$ cat src/dmr_pkg.sv
`timescale 1ns / 1ps
package dmr_pkg;

  // Field widths fixed by the item format
  localparam int unsigned DAY_W    = 22;
  localparam int unsigned HOUR_W   = 5;
  localparam int unsigned MIN_W    = 6;
  localparam int unsigned NS_W     = 30;
  localparam int unsigned RDAY_W   = 23;
  localparam int unsigned TOTAL_W  = 63;

  // Seconds count of A: day * 86400 plus the rest fits 39 bits
  localparam int unsigned SECS_W   = 39;
  // Seconds that still fit a signed 64-bit nanosecond total
  localparam int unsigned MUL_W    = 34;
  localparam int unsigned SECS_LO_W = 17;
  localparam int unsigned PROD_W   = 47;
  localparam int unsigned SUM_W    = 64;

  localparam int unsigned NS_PER_S  = 1000000000;
  localparam int unsigned S_PER_MIN = 60;
  localparam int unsigned MIN_PER_H = 60;
  localparam int unsigned H_PER_DAY = 24;
  localparam int unsigned S_PER_DAY = 86400;
  localparam int unsigned S_PER_H   = 3600;
  localparam logic [SECS_W-1:0] SECS_MAX = 39'd9223372036;

  typedef enum logic [1:0] {
    OP_ADD,
    OP_SUB,
    OP_CMP,
    OP_CONV
  } op_t;

  typedef enum logic [1:0] {
    ST_OK,
    ST_NEG,
    ST_INVALID,
    ST_OVERFLOW
  } status_t;

  typedef enum logic [1:0] {
    CMP_LT,
    CMP_EQ,
    CMP_GT
  } cmp_t;

  typedef struct packed {
    logic [DAY_W-1:0]  d;
    logic [HOUR_W-1:0] h;
    logic [MIN_W-1:0]  m;
    logic [MIN_W-1:0]  s;
    logic [NS_W-1:0]   ns;
  } span_t;

  typedef struct packed {
    op_t   op;
    span_t a;
    span_t b;
  } item_t;

  // Front stage: range checks, ordering, nanosecond digit, seconds count
  typedef struct packed {
    op_t               op;
    logic              canon_a;
    logic              canon_b;
    cmp_t              ord;
    logic              ns_carry;
    logic [NS_W-1:0]   r_ns;
    span_t             a;
    span_t             b;
    logic [SECS_W-1:0] secs;
  } s1_t;

  // Chain stage: digits resolved, status settled except product overflow
  typedef struct packed {
    status_t           status;
    cmp_t              cmp;
    logic [RDAY_W-1:0] r_d;
    logic [HOUR_W-1:0] r_h;
    logic [MIN_W-1:0]  r_m;
    logic [MIN_W-1:0]  r_s;
    logic [NS_W-1:0]   r_ns;
    logic              conv;
    logic [MUL_W-1:0]  secs;
    logic [NS_W-1:0]   a_ns;
  } s2_t;

  // Multiply stage: two partial products of seconds by 1e9
  typedef struct packed {
    status_t           status;
    cmp_t              cmp;
    logic [RDAY_W-1:0] r_d;
    logic [HOUR_W-1:0] r_h;
    logic [MIN_W-1:0]  r_m;
    logic [MIN_W-1:0]  r_s;
    logic [NS_W-1:0]   r_ns;
    logic              conv;
    logic [PROD_W-1:0] prod_lo;
    logic [PROD_W-1:0] prod_hi;
    logic [NS_W-1:0]   a_ns;
  } s3_t;

  typedef struct packed {
    status_t            status;
    cmp_t               cmp;
    logic [RDAY_W-1:0]  r_d;
    logic [HOUR_W-1:0]  r_h;
    logic [MIN_W-1:0]   r_m;
    logic [MIN_W-1:0]   r_s;
    logic [NS_W-1:0]    r_ns;
    logic [TOTAL_W-1:0] total;
  } res_t;

endpackage

$ cat src/dmr_if.sv
`timescale 1ns / 1ps
interface dmr_in_if;
  import dmr_pkg::*;

  logic              valid;
  logic              ready;
  logic [1:0]        operation;
  logic [DAY_W-1:0]  a_day;
  logic [HOUR_W-1:0] a_hour;
  logic [MIN_W-1:0]  a_minute;
  logic [MIN_W-1:0]  a_second;
  logic [NS_W-1:0]   a_nanosecond;
  logic [DAY_W-1:0]  b_day;
  logic [HOUR_W-1:0] b_hour;
  logic [MIN_W-1:0]  b_minute;
  logic [MIN_W-1:0]  b_second;
  logic [NS_W-1:0]   b_nanosecond;

  modport source (
    output valid, operation, a_day, a_hour, a_minute, a_second, a_nanosecond,
    output b_day, b_hour, b_minute, b_second, b_nanosecond,
    input  ready
  );
  modport sink (
    input  valid, operation, a_day, a_hour, a_minute, a_second, a_nanosecond,
    input  b_day, b_hour, b_minute, b_second, b_nanosecond,
    output ready
  );
endinterface

interface dmr_out_if;
  import dmr_pkg::*;

  logic               valid;
  logic               ready;
  logic [1:0]         status;
  logic [1:0]         compare_result;
  logic [RDAY_W-1:0]  r_day;
  logic [HOUR_W-1:0]  r_hour;
  logic [MIN_W-1:0]   r_minute;
  logic [MIN_W-1:0]   r_second;
  logic [NS_W-1:0]    r_nanosecond;
  logic [TOTAL_W-1:0] total_ns;

  modport source (
    output valid, status, compare_result, r_day, r_hour, r_minute, r_second,
    output r_nanosecond, total_ns,
    input  ready
  );
  modport sink (
    input  valid, status, compare_result, r_day, r_hour, r_minute, r_second,
    input  r_nanosecond, total_ns,
    output ready
  );
endinterface

$ cat src/duration_mixed_radix_alu.sv
`timescale 1ns / 1ps
// Duration arithmetic on day/hour/minute/second/nanosecond operands.
// in_ch carries one operation with operands A and B per transfer; out_ch
// returns exactly one result per input transfer, in order.
// Operations: add, subtract, compare, and convert A to total nanoseconds.
// Pipeline of four register stages: range checks, ordering and the
// nanosecond digit; the second/minute/hour/day carry chain; the seconds
// by 1e9 partial products; the final sum and output register.
// One item can be accepted every cycle while out_ch.ready stays high.
// Each stage loads when it is empty or its successor moves, so bubbles
// close up and in_ch.ready only falls when all four stages are full and
// out_ch.ready is low. A stalled result holds steady on out_ch.
// Synchronous active-low reset empties every stage; no item is lost or
// repeated across a stall.
module duration_mixed_radix_alu (
  input  logic       clk,
  input  logic       rst_n,
  dmr_in_if.sink     in_ch,
  dmr_out_if.source  out_ch
);
  import dmr_pkg::*;

  item_t in_item;
  s1_t   s1;
  s2_t   s2;
  s3_t   s3;
  res_t  res;
  logic  v1;
  logic  v2;
  logic  v3;
  logic  v4;
  logic  en1;
  logic  en2;
  logic  en3;
  logic  en4;

  // Gather the input transfer
  always_comb begin
    in_item.op   = op_t'(in_ch.operation);
    in_item.a.d  = in_ch.a_day;
    in_item.a.h  = in_ch.a_hour;
    in_item.a.m  = in_ch.a_minute;
    in_item.a.s  = in_ch.a_second;
    in_item.a.ns = in_ch.a_nanosecond;
    in_item.b.d  = in_ch.b_day;
    in_item.b.h  = in_ch.b_hour;
    in_item.b.m  = in_ch.b_minute;
    in_item.b.s  = in_ch.b_second;
    in_item.b.ns = in_ch.b_nanosecond;
  end

  // Stage enables: load when empty or when the next stage moves
  assign en4 = !v4 || out_ch.ready;
  assign en3 = !v3 || en4;
  assign en2 = !v2 || en3;
  assign en1 = !v1 || en2;
  assign in_ch.ready = en1;

  dmr_front u_front (
    .clk      (clk),
    .rst_n    (rst_n),
    .en       (en1),
    .in_valid (in_ch.valid),
    .in_item  (in_item),
    .valid_r  (v1),
    .s1_r     (s1)
  );

  dmr_chain u_chain (
    .clk      (clk),
    .rst_n    (rst_n),
    .en       (en2),
    .in_valid (v1),
    .s1       (s1),
    .valid_r  (v2),
    .s2_r     (s2)
  );

  dmr_mul u_mul (
    .clk      (clk),
    .rst_n    (rst_n),
    .en       (en3),
    .in_valid (v2),
    .s2       (s2),
    .valid_r  (v3),
    .s3_r     (s3)
  );

  dmr_pack u_pack (
    .clk      (clk),
    .rst_n    (rst_n),
    .en       (en4),
    .in_valid (v3),
    .s3       (s3),
    .valid_r  (v4),
    .res_r    (res)
  );

  // Drive the result channel
  assign out_ch.valid          = v4;
  assign out_ch.status         = res.status;
  assign out_ch.compare_result = res.cmp;
  assign out_ch.r_day          = res.r_d;
  assign out_ch.r_hour         = res.r_h;
  assign out_ch.r_minute       = res.r_m;
  assign out_ch.r_second       = res.r_s;
  assign out_ch.r_nanosecond   = res.r_ns;
  assign out_ch.total_ns       = res.total;

`ifndef SYNTHESIS
  a_stall_holds: assert property (@(posedge clk) disable iff (!rst_n)
    v1 && !en2 |=> v1)
    else $error("front stage item dropped during stall");

  a_err_zero: assert property (@(posedge clk) disable iff (!rst_n)
    v4 && (res.status != ST_OK) |-> (res.r_d == '0) && (res.r_ns == '0) && (res.total == '0))
    else $error("error result carries non-zero payload");

  a_canon_out: assert property (@(posedge clk) disable iff (!rst_n)
    v4 |-> (res.r_h < HOUR_W'(H_PER_DAY)) && (res.r_m < MIN_W'(MIN_PER_H)) &&
           (res.r_s < MIN_W'(S_PER_MIN)) && (res.r_ns < NS_W'(NS_PER_S)))
    else $error("non-canonical add or subtract result");

  a_total_alone: assert property (@(posedge clk) disable iff (!rst_n)
    v4 && (res.total != '0) |-> (res.status == ST_OK) && (res.cmp == CMP_LT) &&
                                (res.r_d == '0) && (res.r_s == '0))
    else $error("total with other result fields set");
`endif
endmodule

$ cat src/dmr_front.sv
`timescale 1ns / 1ps
module dmr_front (
  input  logic          clk,
  input  logic          rst_n,
  input  logic          en,
  input  logic          in_valid,
  input  dmr_pkg::item_t in_item,
  output logic          valid_r,
  output dmr_pkg::s1_t  s1_r
);
  import dmr_pkg::*;

  s1_t s1_nxt;
  logic [NS_W:0] ns_sum;
  logic [NS_W:0] ns_diff;

  // Check ranges, order the operands, resolve the nanosecond digit
  always_comb begin
    s1_nxt = '0;
    s1_nxt.op = in_item.op;
    s1_nxt.a  = in_item.a;
    s1_nxt.b  = in_item.b;
    s1_nxt.canon_a = (in_item.a.h < HOUR_W'(H_PER_DAY)) && (in_item.a.m < MIN_W'(MIN_PER_H)) &&
                     (in_item.a.s < MIN_W'(S_PER_MIN)) && (in_item.a.ns < NS_W'(NS_PER_S));
    s1_nxt.canon_b = (in_item.b.h < HOUR_W'(H_PER_DAY)) && (in_item.b.m < MIN_W'(MIN_PER_H)) &&
                     (in_item.b.s < MIN_W'(S_PER_MIN)) && (in_item.b.ns < NS_W'(NS_PER_S));

    // Most significant field first
    if (in_item.a.d != in_item.b.d) begin
      s1_nxt.ord = (in_item.a.d < in_item.b.d) ? CMP_LT : CMP_GT;
    end else if (in_item.a.h != in_item.b.h) begin
      s1_nxt.ord = (in_item.a.h < in_item.b.h) ? CMP_LT : CMP_GT;
    end else if (in_item.a.m != in_item.b.m) begin
      s1_nxt.ord = (in_item.a.m < in_item.b.m) ? CMP_LT : CMP_GT;
    end else if (in_item.a.s != in_item.b.s) begin
      s1_nxt.ord = (in_item.a.s < in_item.b.s) ? CMP_LT : CMP_GT;
    end else if (in_item.a.ns != in_item.b.ns) begin
      s1_nxt.ord = (in_item.a.ns < in_item.b.ns) ? CMP_LT : CMP_GT;
    end else begin
      s1_nxt.ord = CMP_EQ;
    end

    ns_sum  = {1'b0, in_item.a.ns} + {1'b0, in_item.b.ns};
    ns_diff = {1'b0, in_item.a.ns} - {1'b0, in_item.b.ns};
    if (in_item.op == OP_SUB) begin
      s1_nxt.ns_carry = ns_diff[NS_W];
      s1_nxt.r_ns = ns_diff[NS_W] ? NS_W'(ns_diff + (NS_W+1)'(NS_PER_S)) : ns_diff[NS_W-1:0];
    end else begin
      s1_nxt.ns_carry = (ns_sum >= (NS_W+1)'(NS_PER_S));
      s1_nxt.r_ns = s1_nxt.ns_carry ? NS_W'(ns_sum - (NS_W+1)'(NS_PER_S)) : ns_sum[NS_W-1:0];
    end

    // Seconds count of A for the convert path
    s1_nxt.secs = SECS_W'(in_item.a.d) * SECS_W'(S_PER_DAY) +
                  SECS_W'(in_item.a.h) * SECS_W'(S_PER_H) +
                  SECS_W'(in_item.a.m) * SECS_W'(S_PER_MIN) +
                  SECS_W'(in_item.a.s);
  end

  // Advance on enable
  always_ff @(posedge clk) begin
    if (!rst_n) begin
      valid_r <= 1'b0;
    end else if (en) begin
      valid_r <= in_valid;
    end
    if (en && in_valid) begin
      s1_r <= s1_nxt;
    end
  end
endmodule

$ cat src/dmr_chain.sv
`timescale 1ns / 1ps
module dmr_chain (
  input  logic         clk,
  input  logic         rst_n,
  input  logic         en,
  input  logic         in_valid,
  input  dmr_pkg::s1_t s1,
  output logic         valid_r,
  output dmr_pkg::s2_t s2_r
);
  import dmr_pkg::*;

  localparam int unsigned DG_W = 7;

  // One digit of the add chain: {carry, digit}
  function automatic logic [DG_W:0] digit_add(logic [DG_W-1:0] a, logic [DG_W-1:0] b,
                                              logic cin, logic [DG_W-1:0] radix);
    logic [DG_W-1:0] s;
    logic            c;
    s = a + b + DG_W'(cin);
    c = (s >= radix);
    if (c) s = s - radix;
    return {c, s};
  endfunction

  // One digit of the borrow chain: {borrow, digit}
  function automatic logic [DG_W:0] digit_sub(logic [DG_W-1:0] a, logic [DG_W-1:0] b,
                                              logic bin, logic [DG_W-1:0] radix);
    logic [DG_W-1:0] x;
    logic [DG_W-1:0] s;
    logic            br;
    x  = b + DG_W'(bin);
    br = (a < x);
    s  = a + (br ? radix : DG_W'(0)) - x;
    return {br, s};
  endfunction

  s2_t s2_nxt;
  logic [DG_W:0] dg_s;
  logic [DG_W:0] dg_m;
  logic [DG_W:0] dg_h;
  logic [RDAY_W-1:0] day_res;

  // Run the carry or borrow chain and settle status
  always_comb begin
    if (s1.op == OP_SUB) begin
      dg_s = digit_sub(DG_W'(s1.a.s), DG_W'(s1.b.s), s1.ns_carry, DG_W'(S_PER_MIN));
      dg_m = digit_sub(DG_W'(s1.a.m), DG_W'(s1.b.m), dg_s[DG_W], DG_W'(MIN_PER_H));
      dg_h = digit_sub(DG_W'(s1.a.h), DG_W'(s1.b.h), dg_m[DG_W], DG_W'(H_PER_DAY));
      day_res = RDAY_W'(s1.a.d) - (RDAY_W'(s1.b.d) + RDAY_W'(dg_h[DG_W]));
    end else begin
      dg_s = digit_add(DG_W'(s1.a.s), DG_W'(s1.b.s), s1.ns_carry, DG_W'(S_PER_MIN));
      dg_m = digit_add(DG_W'(s1.a.m), DG_W'(s1.b.m), dg_s[DG_W], DG_W'(MIN_PER_H));
      dg_h = digit_add(DG_W'(s1.a.h), DG_W'(s1.b.h), dg_m[DG_W], DG_W'(H_PER_DAY));
      day_res = RDAY_W'(s1.a.d) + RDAY_W'(s1.b.d) + RDAY_W'(dg_h[DG_W]);
    end

    s2_nxt = '0;
    s2_nxt.status = ST_OK;
    s2_nxt.cmp    = CMP_LT;
    s2_nxt.secs   = s1.secs[MUL_W-1:0];
    s2_nxt.a_ns   = s1.a.ns;
    case (s1.op)
      OP_ADD, OP_SUB: begin
        if (!(s1.canon_a && s1.canon_b)) begin
          s2_nxt.status = ST_INVALID;
        end else if (s1.op == OP_SUB && s1.ord == CMP_LT) begin
          s2_nxt.status = ST_NEG;
        end else begin
          s2_nxt.r_d  = day_res;
          s2_nxt.r_h  = dg_h[HOUR_W-1:0];
          s2_nxt.r_m  = dg_m[MIN_W-1:0];
          s2_nxt.r_s  = dg_s[MIN_W-1:0];
          s2_nxt.r_ns = s1.r_ns;
        end
      end
      OP_CMP: begin
        s2_nxt.cmp = s1.ord;
      end
      default: begin
        if (!s1.canon_a) begin
          s2_nxt.status = ST_INVALID;
        end else if (s1.secs > SECS_MAX) begin
          s2_nxt.status = ST_OVERFLOW;
        end else begin
          s2_nxt.conv = 1'b1;
        end
      end
    endcase
  end

  // Advance on enable
  always_ff @(posedge clk) begin
    if (!rst_n) begin
      valid_r <= 1'b0;
    end else if (en) begin
      valid_r <= in_valid;
    end
    if (en && in_valid) begin
      s2_r <= s2_nxt;
    end
  end
endmodule

$ cat src/dmr_mul.sv
`timescale 1ns / 1ps
module dmr_mul (
  input  logic         clk,
  input  logic         rst_n,
  input  logic         en,
  input  logic         in_valid,
  input  dmr_pkg::s2_t s2,
  output logic         valid_r,
  output dmr_pkg::s3_t s3_r
);
  import dmr_pkg::*;

  s3_t s3_nxt;

  // Split the seconds count and scale each half by 1e9
  always_comb begin
    s3_nxt.status  = s2.status;
    s3_nxt.cmp     = s2.cmp;
    s3_nxt.r_d     = s2.r_d;
    s3_nxt.r_h     = s2.r_h;
    s3_nxt.r_m     = s2.r_m;
    s3_nxt.r_s     = s2.r_s;
    s3_nxt.r_ns    = s2.r_ns;
    s3_nxt.conv    = s2.conv;
    s3_nxt.a_ns    = s2.a_ns;
    s3_nxt.prod_lo = PROD_W'(s2.secs[SECS_LO_W-1:0]) * PROD_W'(NS_PER_S);
    s3_nxt.prod_hi = PROD_W'(s2.secs[MUL_W-1:SECS_LO_W]) * PROD_W'(NS_PER_S);
  end

  // Advance on enable
  always_ff @(posedge clk) begin
    if (!rst_n) begin
      valid_r <= 1'b0;
    end else if (en) begin
      valid_r <= in_valid;
    end
    if (en && in_valid) begin
      s3_r <= s3_nxt;
    end
  end
endmodule

$ cat src/dmr_pack.sv
`timescale 1ns / 1ps
module dmr_pack (
  input  logic          clk,
  input  logic          rst_n,
  input  logic          en,
  input  logic          in_valid,
  input  dmr_pkg::s3_t  s3,
  output logic          valid_r,
  output dmr_pkg::res_t res_r
);
  import dmr_pkg::*;

  res_t res_nxt;
  logic [SUM_W-1:0] total;

  // Join the partial products, add nanoseconds, check the signed limit
  always_comb begin
    total = (SUM_W'(s3.prod_hi) << SECS_LO_W) + SUM_W'(s3.prod_lo) + SUM_W'(s3.a_ns);
    res_nxt.status = s3.status;
    res_nxt.cmp    = s3.cmp;
    res_nxt.r_d    = s3.r_d;
    res_nxt.r_h    = s3.r_h;
    res_nxt.r_m    = s3.r_m;
    res_nxt.r_s    = s3.r_s;
    res_nxt.r_ns   = s3.r_ns;
    res_nxt.total  = '0;
    if (s3.conv) begin
      if (total[SUM_W-1]) begin
        res_nxt.status = ST_OVERFLOW;
      end else begin
        res_nxt.total = total[TOTAL_W-1:0];
      end
    end
  end

  // Hold the result until the transfer
  always_ff @(posedge clk) begin
    if (!rst_n) begin
      valid_r <= 1'b0;
    end else if (en) begin
      valid_r <= in_valid;
    end
    if (en && in_valid) begin
      res_r <= res_nxt;
    end
  end
endmodule
$ cat src/flat_wrapper.sv
// flat-port wrapper written by rule: the top's interface ports become plain ports
module duration_mixed_radix_alu_flat import dmr_pkg::*;
  (clk, rst_n, in_ch_valid, in_ch_operation, in_ch_a_day, in_ch_a_hour, in_ch_a_minute, in_ch_a_second, in_ch_a_nanosecond, in_ch_b_day, in_ch_b_hour, in_ch_b_minute, in_ch_b_second, in_ch_b_nanosecond, in_ch_ready, out_ch_valid, out_ch_status, out_ch_compare_result, out_ch_r_day, out_ch_r_hour, out_ch_r_minute, out_ch_r_second, out_ch_r_nanosecond, out_ch_total_ns, out_ch_ready);
  dmr_in_if in_ch_i ();
  dmr_out_if out_ch_i ();
  input  logic clk;
  input  logic rst_n;
  input wire logic [$bits(in_ch_i.valid)-1:0] in_ch_valid;
  input wire logic [$bits(in_ch_i.operation)-1:0] in_ch_operation;
  input wire logic [$bits(in_ch_i.a_day)-1:0] in_ch_a_day;
  input wire logic [$bits(in_ch_i.a_hour)-1:0] in_ch_a_hour;
  input wire logic [$bits(in_ch_i.a_minute)-1:0] in_ch_a_minute;
  input wire logic [$bits(in_ch_i.a_second)-1:0] in_ch_a_second;
  input wire logic [$bits(in_ch_i.a_nanosecond)-1:0] in_ch_a_nanosecond;
  input wire logic [$bits(in_ch_i.b_day)-1:0] in_ch_b_day;
  input wire logic [$bits(in_ch_i.b_hour)-1:0] in_ch_b_hour;
  input wire logic [$bits(in_ch_i.b_minute)-1:0] in_ch_b_minute;
  input wire logic [$bits(in_ch_i.b_second)-1:0] in_ch_b_second;
  input wire logic [$bits(in_ch_i.b_nanosecond)-1:0] in_ch_b_nanosecond;
  output wire logic [$bits(in_ch_i.ready)-1:0] in_ch_ready;
  output wire logic [$bits(out_ch_i.valid)-1:0] out_ch_valid;
  output wire logic [$bits(out_ch_i.status)-1:0] out_ch_status;
  output wire logic [$bits(out_ch_i.compare_result)-1:0] out_ch_compare_result;
  output wire logic [$bits(out_ch_i.r_day)-1:0] out_ch_r_day;
  output wire logic [$bits(out_ch_i.r_hour)-1:0] out_ch_r_hour;
  output wire logic [$bits(out_ch_i.r_minute)-1:0] out_ch_r_minute;
  output wire logic [$bits(out_ch_i.r_second)-1:0] out_ch_r_second;
  output wire logic [$bits(out_ch_i.r_nanosecond)-1:0] out_ch_r_nanosecond;
  output wire logic [$bits(out_ch_i.total_ns)-1:0] out_ch_total_ns;
  input wire logic [$bits(out_ch_i.ready)-1:0] out_ch_ready;
  assign in_ch_i.valid = in_ch_valid;
  assign in_ch_i.operation = in_ch_operation;
  assign in_ch_i.a_day = in_ch_a_day;
  assign in_ch_i.a_hour = in_ch_a_hour;
  assign in_ch_i.a_minute = in_ch_a_minute;
  assign in_ch_i.a_second = in_ch_a_second;
  assign in_ch_i.a_nanosecond = in_ch_a_nanosecond;
  assign in_ch_i.b_day = in_ch_b_day;
  assign in_ch_i.b_hour = in_ch_b_hour;
  assign in_ch_i.b_minute = in_ch_b_minute;
  assign in_ch_i.b_second = in_ch_b_second;
  assign in_ch_i.b_nanosecond = in_ch_b_nanosecond;
  assign in_ch_ready = in_ch_i.ready;
  assign out_ch_valid = out_ch_i.valid;
  assign out_ch_status = out_ch_i.status;
  assign out_ch_compare_result = out_ch_i.compare_result;
  assign out_ch_r_day = out_ch_i.r_day;
  assign out_ch_r_hour = out_ch_i.r_hour;
  assign out_ch_r_minute = out_ch_i.r_minute;
  assign out_ch_r_second = out_ch_i.r_second;
  assign out_ch_r_nanosecond = out_ch_i.r_nanosecond;
  assign out_ch_total_ns = out_ch_i.total_ns;
  assign out_ch_i.ready = out_ch_ready;
  duration_mixed_radix_alu u_core (.clk(clk), .rst_n(rst_n), .in_ch(in_ch_i), .out_ch(out_ch_i));
endmodule
$ cat config.mk
export PLATFORM = sky130hd
export DESIGN_NAME = duration_mixed_radix_alu_flat
export DESIGN_NICKNAME = d
export VERILOG_FILES = /design/src/dmr_pkg.sv /design/src/dmr_if.sv /design/src/duration_mixed_radix_alu.sv /design/src/dmr_front.sv /design/src/dmr_chain.sv /design/src/dmr_mul.sv /design/src/dmr_pack.sv /design/src/flat_wrapper.sv
export SDC_FILE = /design/constraint.sdc
export NUM_CORES = 2
export LEC_CHECK = 0
export BUFFER_PORTS_ARGS = -buffer_cell sky130_fd_sc_hd__buf_4
export CORE_UTILIZATION = 45
export CTS_CLUSTER_DIAMETER = 60
export DETAILED_ROUTE_END_ITERATION = 16
export HOLD_SLACK_MARGIN = 0.06
export PLACE_DENSITY = 0.7
export SETUP_SLACK_MARGIN = 0.2
export SLEW_MARGIN = 20
export SYNTH_ARGS = -nofsm -noshare
export SYNTH_HDL_FRONTEND = slang
export SYNTH_SLANG_ARGS = --single-unit
$ cat constraint.sdc
create_clock -name clk -period 14.05 [get_ports clk]
set_clock_uncertainty 0.1 [all_clocks]
set_input_delay 0.7025 -clock clk [delete_from_list [all_inputs] [get_ports clk]]
set_output_delay 0.7025 -clock clk [all_outputs]
set_load 0.02 [all_outputs]
======== Yosys cells after proc, flatten, opt, wreduce, memory -nomap -nowiden ========
Index checks and enable logic that the tools add are counted.
operators by class
  $add $sub $neg .......................... 31
  $mul .................................... 5
  magnitude comparators ................... 21
  equality and inequality tests ........... 8
  multiplexer cells ....................... 31
  bitwise operators ....................... 4
  reductions and logical operators ........ 26
operators with widths
  kind                                                                  number
  multiplier 17 x 21 -> 38 bit (second input constant)                  2
  adder 64 x 30 -> 64 bit                                               1
  adder 64 x 47 -> 64 bit                                               1
  < comparator 30 bit (second input constant)                           2
  2-to-1 mux 30 bit                                                     2
  adder 39 x 12 -> 39 bit                                               1
  adder 39 x 17 -> 39 bit                                               1
  adder 39 x 6 -> 39 bit                                                1
  greater-than comparator 39 x 34 -> 1 bit (second input constant)      1
  2-to-1 mux 6 bit                                                      6
  multiplier 22 x 10 -> 32 bit (second input constant)                  1
  adder 30 x 30 -> 31 bit                                               1
  greater-or-equal comparator 31 x 30 -> 1 bit (second input constant)  1
  2-to-1 mux 31 bit                                                     1
  subtractor 30 x 30 -> 31 bit                                          1
  adder 30 bit (second input constant)                                  1
  < comparator 30 bit                                                   1
  2-to-1 mux 2 bit                                                      15
  != test 30 bit                                                        1
  subtractor 30 bit (second input constant)                             1
  < comparator 6 bit (second input constant)                            4
  adder 22 x 1 -> 23 bit                                                1
  adder 22 x 22 -> 23 bit                                               1
  adder 23 x 1 -> 23 bit                                                1
  39 further kinds                                                      77
storage, ports and cells
  register bits ........................... 645
  input port bits ......................... 144
  output and inout port bits .............. 139
  logic and storage cells ................. 175

======== Logic depth before layout (Yosys ltp) ========
  depth after elaboration ................. 10
  gate-level depth with buffers ........... 49
  depth with buffers taken out ............ 49

======== By module ========
A second synthesis with hierarchy kept.
second synthesis, totals
  cells, all modules ...................... 5,360
  area, all modules ....................... 57,318.7 um2
modules (own cells, without submodules)
  module                    instances  cells an instance  area an instance (um2)
  dmr_mul                   1          1,724              19,656.4
  dmr_front                 1          1,938              19,234.7
  dmr_chain                 1          926                9,834.4
  dmr_pack                  1          767                8,560.7
  duration_mixed_radix_alu  1          5                  32.5

======== Worst setup path before layout ========
OpenSTA, ideal clock, no wires.
  path kind ............................... input to register
  from .................................... in out_ch_ready
  to ...................................... reg u_core.u_chain.s2_r[0] in the netlist's numbering, enable pin
  setup time .............................. 0.849 ns
  data arrival time ....................... 11.031 ns
  data required time ...................... 13.101 ns
  setup slack ............................. 2.070 ns
  stages on the path ...................... 3
  buffers on the path ..................... 0
  cells stage by stage .................... nor2b_1 and2_0 a21boi_0
between the ends
  word-level cells in the longest chain between the ends .. 4
RTL lines
  element               line                            source
  start, declared       flat_wrapper.sv:30              input wire logic [$bits(out_ch_i.ready)-1:0] out_ch_ready;
  logical OR 1 bit      duration_mixed_radix_alu.sv:53  assign en4 = !v4 || out_ch.ready;
  logical OR 1 bit      duration_mixed_radix_alu.sv:54  assign en3 = !v3 || en4;
  logical OR 1 bit      duration_mixed_radix_alu.sv:55  assign en2 = !v2 || en3;
  logical AND 1 bit     dmr_chain.sv:99                 if (en && in_valid) begin
  end signal, assigned  dmr_chain.sv:100                s2_r <= s2_nxt;
  end, declared         dmr_chain.sv:9                  output dmr_pkg::s2_t s2_r
No other way between the ends.
A chain may end at the register's enable or synchronous reset.

======== Final worst setup path ========
  from .................................... reg u_core.u_front.s1_r[69] in the netlist's numbering
  to ...................................... reg u_core.u_chain.s2_r[134] in the netlist's numbering, data pin
between the ends
  word-level cells in the longest chain between the ends .. 9
RTL lines
  element                                                                                      line                              source
  start, declared                                                                              dmr_front.sv:9                    output dmr_pkg::s1_t s1_r
  start signal, assigned                                                                       dmr_front.sv:68                   s1_r <= s1_nxt;
  adder 6 x 1 -> 7 bit / adder 6 x 6 -> 7 bit (equally long branches)                          dmr_chain.sv:32, dmr_chain.sv:20
  < comparator 6 x 7 -> 1 bit / adder 7 x 1 -> 7 bit (equally long branches)                   dmr_chain.sv:33, dmr_chain.sv:20
  adder 6 x 1 -> 7 bit / greater-or-equal comparator 7 x 6 -> 1 bit (equally long branches)    dmr_chain.sv:32, dmr_chain.sv:21
  < comparator 6 x 7 -> 1 bit / adder 7 x 1 -> 7 bit (equally long branches)                   dmr_chain.sv:33, dmr_chain.sv:20
  adder 5 x 1 -> 6 bit / greater-or-equal comparator 7 x 6 -> 1 bit (equally long branches)    dmr_chain.sv:32, dmr_chain.sv:21
  < comparator 5 x 6 -> 1 bit / adder 6 x 1 -> 7 bit (equally long branches)                   dmr_chain.sv:33, dmr_chain.sv:20
  adder 22 x 1 -> 23 bit / greater-or-equal comparator 7 x 5 -> 1 bit (equally long branches)  dmr_chain.sv:50, dmr_chain.sv:21
  subtractor 22 x 23 -> 23 bit / adder 23 x 1 -> 23 bit (equally long branches)                dmr_chain.sv:50, dmr_chain.sv:55
  2-to-1 mux 23 bit *                                                                          dmr_chain.sv:46                   if (s1.op == OP_SUB) begin
Every way passes the cells marked *; elsewhere a longest branch is shown, timed or not.

==> metrics.csv <==
metric,value,unit
status,"finished, final reports clean",
syn_area_per_cell,11.1,sq um
cp.arrival,11.47,ns
clock_path_buffers,3,
synth_warnings,0,
cap_violations,0,
fin_crit_sh,78.8,%
grt_setup_unrepaired,false,
cts_tree,built,
cts_root_buffer,clkbuf_16,
wl_per_cell,19.8,microns
grt_first_pass_wirelength,205000,microns
cp_slowest_cell,fa_1,
antenna_found_initial,22,
numPortBuffers,282,
netlist_area,0.0532,sq mm
die_area,0.120,sq mm
fmax,90.3,MHz
yosysMostFrequentCell,inv_1,
grt_pass1_vias,36000,
synth.distinct_cells,101,
async_flop_share,0,%
worst_setup_path_start_kind,flop,
fillers,10300,
dr.pass1.iters,5,
yosys_most_used_dff,edfxtp_1,
maxSlewViolCount,0,
synth_seq_cells,643,
die_h,346,microns
gp_congestion,0.951,
dpl.hpwl,107000,microns
postCtsHoldBufs,0,
core,0.117,sq mm
drcViolationCount,0,
drive_gt1_share,9.31,%
slew_headroom,27.6,%
cts_sinks,643,
ys_seq_area_share,36.2,%
syn-num-nets,6067,
setup-tns-final,0,ns
nNetsFinal,6378,
final_antenna_net_count,0,
dr_total_vias,35500,
worst_slack,2.98,ns
fin_util,51.1,%
vias_per_cell,5.30,
cts_max_level,3,
cpPeakStageDelay,0.57,ns
yosys.area.top_type,edfxtp_1,
critPathRequiredTime,14.45,ns
wirelength,132000,microns
hold_viol_final,0,
area_delta_synth_final,12.1,%
rows,125,
synthTopCellsByArea,"edfxtp_1, ha_1, fa_1, inv_1, xnor2_1",
numCtsBuffers,79,
yosys.area.top_type_share,36.1,%
tightest_slew,1.08,ns
critPathMaxFanout,4,
clk_pin_slew,0.06,ns
post-place-ws,2.96,ns
hold_class,in2reg,
grt_use_total,22.2,%
fin_crit,11.07,ns
cp-end-kind,flop,
drt-initial-drc-count,2391,
synth_common_cells,"inv_1, ha_1, edfxtp_1, fa_1, nor2_1",
initial_utilization,45.6,%
ios,283,
clock_latency,0.67,ns
reg2reg_setup_slack,2.98,ns
finalSetupViolCount,0,
path_common_cell,ha_1,
grt_overflow,0,
critical_path_class,reg2reg,
die_w,346,microns
post_cts.repair.setup_buffers,0,
ctsResizeCount,0,
grt_max_degree,140,
synth_edf_count,639,
synthCells,4795,
timing.hold.ws,0.119,ns
reg2regPathDepth,49,
min_path_cells,1,
flip-flops by register name (all words and copies together), names as in the netlist:
name and count:
u_core.u_chain.s2_r 139, u_core.u_chain.valid_r 1, u_core.u_front.s1_r 182, u_core.u_front.valid_r 1, u_core.u_mul.s3_r 181, u_core.u_mul.valid_r 1, u_core.u_pack.res_r 137, u_core.u_pack.valid_r 1
routing by layer:
layer  track usage (%)  wire length (microns)
met5                 0                    227
met4              5.59                   3080
met3              5.50                   9790
met2              35.5                  59800
met1              30.1                  59300
through the flow:
| stage | std cells | area (sq um) |
|---|---|---|
| after floorplan | 4795 | 53200 |
| after global placement | 6549 | 57100 |
| after detailed placement | 6549 | 57100 |
| after CTS | 6692 | 59600 |
| after global routing | 6693 | 59600 |
| final | 6694 | 59600 |
final timing paths:
check,from,end
min reg2reg,u_core.u_chain.s2_r[104],u_core.u_mul.s3_r[164]
max reg2reg,u_core.u_front.s1_r[69],u_core.u_chain.s2_r[134]
max,u_core.u_front.s1_r[69],u_core.u_chain.s2_r[134]
min,in_ch_b_day[16],u_core.u_front.s1_r[102]
placed cells by master, fill, tap and decap left out, types with 130 or more instances in the layout:
cell,instances
inv_1,873
o21ai_0,130
fa_1,382
xnor2_1,245
a21o_1,145
edfxtp_1,639
nor2_1,262
a21oi_1,261
buf_4,298
ha_1,746
critical path: cells and delay by family (launching register included):
kind                       cells  cell delay (ns)
adders and majority gates     12             3.49
AOI/OAI and AO/OA             18             3.89
and+or+nand+nor               12             2.02
buffers and inverters          4             0.28
xor gates and xnor gates       3             0.68
DFF                            1             0.42
logic make-up after synthesis:
| group | share of synthesized area [%] |
|---|---|
| adder cells (fa/ha/maj) | 31.9 |
| multiplexers | 0.247 |
| XOR/XNOR | 5.62 |
| flip-flops | 36.2 |
| AND/OR/NAND/NOR | 7.94 |
| buffers and inverters | 6.82 |
| AO/OA/AOI/OAI | 11.2 |
area by class of cell:
type / instances / area (sq um) / area share [%]
Inverter: 876 / 3290 / 5.51
Timing Repair Buffer: 300 / 2280 / 3.82
Clock inverter: 52 / 531 / 0.890
Multi-Input combinational cell: 3206 / 30300 / 50.9
Sequential cell: 643 / 19300 / 32.3
Clock buffer: 91 / 2020 / 3.39
Tap cell: 1524 / 1910 / 3.20
Antenna cell: 2 / 5.00 / 0.00839
Power is left out: the tool's default activity adds up to more than one toggle a clock period on the data nets, which glitch-free logic cannot reach.
